$ cat config.mk
export PLATFORM = sky130hd
export DESIGN_NAME = rmj_sqrt_pipe
export DESIGN_NICKNAME = d
export VERILOG_FILES = /design/src/hw/rtl/rmj_pkg.sv /design/src/hw/rtl/rmj_sqrt_pipe.sv
export SDC_FILE = /design/constraint.sdc
export NUM_CORES = 2
export LEC_CHECK = 0
export ABC_AREA = 0
export BUFFER_PORTS_ARGS = -buffer_cell sky130_fd_sc_hd__buf_2
export CORE_MARGIN = 1
export CORE_UTILIZATION = 61
export CTS_CLUSTER_DIAMETER = 30
export DETAILED_ROUTE_END_ITERATION = 12
export PLACE_DENSITY = 0.82
export SLEW_MARGIN = 10
export SYNTH_ARGS = -nofsm -noshare
export SYNTH_HDL_FRONTEND = slang
export SYNTH_MEMORY_MAX_BITS = 65536
export SYNTH_SLANG_ARGS = --single-unit
$ cat constraint.sdc
create_clock -name clk -period 3.75 [get_ports clk]
set_input_delay 0.375 -clock clk [delete_from_list [all_inputs] [get_ports clk]]
set_output_delay 0.375 -clock clk [all_outputs]
set_load 0.01 [all_outputs]
$ cat src/hw/rtl/rmj_pkg.sv
`default_nettype none
package rmj_pkg;

  localparam int WORD_W = 32;
  localparam int WIDE_W = 64;
  localparam int DVD_W  = 96;
  localparam int QUO_W  = WORD_W + 1;
  localparam int ROOT_W = 32;

  typedef logic [WORD_W-1:0] word_t;
  typedef logic [WIDE_W-1:0] wide_t;
  typedef logic [DVD_W-1:0]  dvd_t;

  localparam word_t POS_LIM = 32'h7fff_ffff;
  localparam word_t NEG_LIM = 32'h8000_0000;
  localparam word_t THR_RST = 32'd42950;

endpackage
`default_nettype wire

$ cat src/hw/rtl/rmj_sqrt_pipe.sv
`default_nettype none
module rmj_sqrt_pipe
  import rmj_pkg::*;
#(
  parameter int SB_W = 1
) (
  input  logic            clk,
  input  logic            rst_n,
  input  logic            ce,
  input  logic            in_vld,
  input  wide_t           in_rad,
  input  logic [SB_W-1:0] in_sb,
  output logic            out_vld,
  output logic [ROOT_W-1:0] out_root,
  output logic [SB_W-1:0] out_sb
);

  localparam int REM_W = ROOT_W + 3;
  localparam int STP_W = REM_W + ROOT_W + WIDE_W;

  // one root bit per stage, remainder never exceeds twice the partial root
  function automatic logic [STP_W-1:0] sqrt_step(input logic [REM_W-1:0] rem,
                                                 input logic [ROOT_W-1:0] root,
                                                 input wide_t rad);
    logic [REM_W-1:0]  t;
    logic [REM_W-1:0]  trial;
    logic [ROOT_W-1:0] nroot;
    t     = {rem[REM_W-3:0], rad[WIDE_W-1 -: 2]};
    trial = {1'b0, root, 2'b01};
    if (t >= trial) begin
      t     = t - trial;
      nroot = {root[ROOT_W-2:0], 1'b1};
    end else begin
      nroot = {root[ROOT_W-2:0], 1'b0};
    end
    return {t, nroot, rad << 2};
  endfunction

  logic [ROOT_W-1:0] vld_r;
  logic [REM_W-1:0]  rem_r  [0:ROOT_W-2];
  wide_t             rad_r  [0:ROOT_W-2];
  logic [ROOT_W-1:0] root_r [0:ROOT_W-1];
  logic [SB_W-1:0]   sb_r   [0:ROOT_W-1];

  always_ff @(posedge clk) begin
    if (!rst_n) begin
      vld_r <= '0;
    end else if (ce) begin
      vld_r <= {vld_r[ROOT_W-2:0], in_vld};
    end
  end

  always_ff @(posedge clk) begin
    if (ce) begin
      sb_r[0] <= in_sb;
      for (int k = 1; k < ROOT_W; k++) begin
        sb_r[k] <= sb_r[k-1];
      end
    end
  end

  for (genvar k = 0; k < ROOT_W; k++) begin : g_stage
    logic [REM_W-1:0]  src_rem;
    logic [ROOT_W-1:0] src_root;
    wide_t             src_rad;
    logic [STP_W-1:0]  step_nxt;

    if (k == 0) begin : g_first
      assign src_rem  = '0;
      assign src_root = '0;
      assign src_rad  = in_rad;
    end else begin : g_next
      assign src_rem  = rem_r[k-1];
      assign src_root = root_r[k-1];
      assign src_rad  = rad_r[k-1];
    end

    assign step_nxt = sqrt_step(src_rem, src_root, src_rad);

    always_ff @(posedge clk) begin
      if (ce) begin
        root_r[k] <= step_nxt[WIDE_W +: ROOT_W];
      end
    end

    if (k < ROOT_W - 1) begin : g_carry
      always_ff @(posedge clk) begin
        if (ce) begin
          rem_r[k] <= step_nxt[WIDE_W+ROOT_W +: REM_W];
          rad_r[k] <= step_nxt[WIDE_W-1:0];
        end
      end
    end
  end

  assign out_vld  = vld_r[ROOT_W-1];
  assign out_root = root_r[ROOT_W-1];
  assign out_sb   = sb_r[ROOT_W-1];

endmodule
`default_nettype wire

==> reports/results.txt <==
status -> complete, no violations
die height -> 443.2 um
CTS tree -> yes
IO buf count -> 102
drt first pass iters -> 8
# DRC -> 0
routability cong. -> 0.9273
Max-cap violations -> 0
initial antenna violation count -> 2
Synth Cell Area -> 118700 sq um
final setup margin -> 0.1175 ns
Max IR drop VDD -> 0.0006487 V
Worst Path Required -> 4.44 ns
Synth top cells by count -> 2526 x edfxtp_1, 692 x inv_1, 628 x nor2_1, 611 x nand2_1, 594 x a21oi_1
via/cell ratio -> 5.895
gate count of the mapped netlist -> 9197
Worst path slowest cell -> ha_1
Unique masters post-synth -> 97
CP max FO -> 34
first-pass GRT wire length -> 406100 um
starting density of the core -> 61.53%
period utilization -> 96.87%
Seq/Total Area, Yosys -> 64.42%
Final nets -> 10510
routed len/inst -> 20.19 um
synthesis-stage register bit count -> 2558
EDFF count, synth -> 2526
largest net degree at the start of global routing -> 124
critical path class -> register to register
final hold vios -> 0
die area -> 196400 sq um
IO Count -> 103
critical path launch point type -> register
vias post-DR -> 75450
Hold WS -> 0.1069 ns
H-tree Lvls -> 5
post-synth net total -> 9827
ranking of synthesized cells by area -> edfxtp_1 64%, ha_1 5.9%, xnor2_1 3.2%
Place WS -> 0.05805 ns
worst-path cell chain -> ha_1, nand3_1, or2_2, o221ai_1, o2111ai_1, a21oi_1, a41oi_1, o31ai_4, buf_12, mux2_2
Initial DRC Count -> 6917
Clock Tree Root -> clkbuf_16
setup TNS -> 0 ns
clock transition at the registers of the reported paths -> 0.06 ns
share of the synthesized area in the top cell type -> 63.88%
Hold Crit Class -> primary input to register
predominant post-synthesis flop cell -> edfxtp_1
area of the core -> 193000 sq um
Reg2Reg Depth -> 10
area delta synth->final -> 18.40%
actual slew at the worst max-slew pin -> 0.7965 ns
hold path cells -> 2
Top Family by Delay on Critical Path -> compound AO/OA/AOI/OAI gates
top cell type by total area after synthesis -> edfxtp_1
Worst Path Buf+Inv -> 1
Congestion Overflow GR -> 0
Fmax -> 0.2753 GHz
Async SR Flop Fraction -> 0%
ANT nets after route -> 0
Slew headroom -> 46.15%
chip width -> 443.2 um
leakage -> 54.46 nW
largest stage delay on the critical path -> 0.40 ns
post-DP HPWL -> 176100 um
Max Transition Viols Final -> 0
share of cells above drive strength 1 -> 12.87%
Power Dens Cells -> 699.8 nW/um^2
Layout fillers -> 12190
TritonCTS Buffers -> 472
post-synthesis average cell area -> 12.91 sq um
latest clock arrival within the worst-skew pair -> 0.97 ns
Stages on worst setup path -> 10
gr usage total -> 25.99%
clock sinks -> 2558
crit path DAT -> 4.32 ns
most frequent cell after synthesis -> edfxtp_1
Setup Skew -> 0.08492 ns
critical path endpoint category -> register
routed wire length -> 258400 um
Max Buffers Root-to-Sink -> 4
row count -> 161
vias in the first global route -> 75550
Ys Warns -> 0
Final Critical Period -> 3.633 ns
final setup fails -> 0
==> power breakdown <==
| part | leakage [nW] | internal, mW | total (mW) | switching, mW |
|---|---|---|---|---|
| Sequential | 24.6 | 36.1 | 38.7 | 2.56 |
| Combinational | 22.3 | 7.54 | 17.9 | 10.4 |
| Clock | 7.61 | 26.9 | 41.7 | 14.9 |
==> cell families (layout without fill, tap and decap cells) <==
family / count (synthesis) / count (layout) / synth area share, %
flip-flops: 2558 / 2558 / 64.42
AND/OR/NAND/NOR: 2412 / 2412 / 9.952
AO/OA/AOI/OAI: 1827 / 1828 / 9.502
buffers and inverters: 867 / 1939 / 2.756
XOR/XNOR: 806 / 806 / 5.945
adder cells (fa/ha/maj): 561 / 561 / 5.911
multiplexers: 165 / 165 / 1.511
other: 1 / 3 / 0.003158
==> sequential cells by signal, summed over array words and instances (netlist names) <==
| name | flops |
|---|---|
| sb_r | 32 |
| rad_r | 992 |
| rem_r | 974 |
| root_r | 528 |
| vld_r | 32 |
==> path summary, 6_finish.rpt <==
kind         slack [ns]                     from                       to
max                0.12  rem_r[1][461]$_DFFE_PP_  rem_r[1][499]$_DFFE_PP_
min                0.11               in_rad[19]   rad_r[0][19]$_DFFE_PP_
max reg2reg        0.12  rem_r[1][461]$_DFFE_PP_  rem_r[1][499]$_DFFE_PP_
min reg2reg        0.38  rad_r[0][448]$_DFFE_PP_  rad_r[0][512]$_DFFE_PP_
==> cell type report <==
type                            instances  area (sq um)  share of cell area, %
Multi-Input combinational cell       5773         39130                  27.83
Clock inverter                        355          3780                  2.689
Sequential cell                      2558         76490                  54.41
Antenna cell                            2         5.005               0.003560
Tap cell                             2526          3161                  2.248
Timing Repair Buffer                  376          3283                  2.335
Inverter                              694          2605                  1.853
Clock buffer                          514         12140                  8.633
==> cells in the final DEF, fill, tap and decap left out, types with 34 or more instances in the layout <==
master and n:
nor2b_1 114, o21a_1 113, or2_2 45, edfxtp_1 2526, nand4_1 90, or3_1 82
clkinvlp_4 68, nor3_1 237, nor2_1 628, dlygate4sd3_1 70, o211ai_1 34, nand2_1 611
buf_4 162, o21ai_0 473, clkinv_2 43, inv_6 76, clkinv_1 36, nand3_1 165
o31ai_1 56, ha_1 561, a21o_1 192, xor2_1 374, clkinv_4 56, inv_1 692
o21bai_1 63, buf_2 101, a31oi_1 49, or4_1 49, mux2i_1 51, clkbuf_16 479
xnor2_1 432, nor4_1 104, bufinv_16 46, a21oi_1 594, and3_1 44, buf_12 43
mux2_2 112, nand2b_1 107
==> timing repair <==
item | CTS | global route
gates resized for setup | 0 | 17
hold endpoints to repair | 151 | 0
setup endpoints to repair | 0 | 86
setup buffers | 0 | 0
hold buffers | 70 | 0
==> per-layer routing <==
| metal | global-route usage, % | vias to the layer above | wire [um] |
|---|---|---|---|
| met5 | 0 | - | 0 |
| met4 | 11.66 | 0 | 11060 |
| met3 | 3.762 | 711 | 14280 |
| met2 | 44.64 | 2756 | 129200 |
| met1 | 32.77 | 36380 | 103900 |
| li1 | - | 35610 | - |
==> stage by stage <==
| stage | instance area [sq um] | util, % | cells | total power, mW |
|---|---|---|---|---|
| after detailed placement | 123900 | 64.19 | 11860 | 56.47 |
| after global placement | 123900 | 64.19 | 11860 | 56.05 |
| after global routing | 140600 | 72.85 | 12800 | 102.3 |
| after floorplan | 118700 | - | 9197 | 50.73 |
| after CTS | 140500 | 72.80 | 12800 | 98.69 |
| final | 140600 | 72.85 | 12800 | 98.38 |
(Power assumes the default switching activity.)
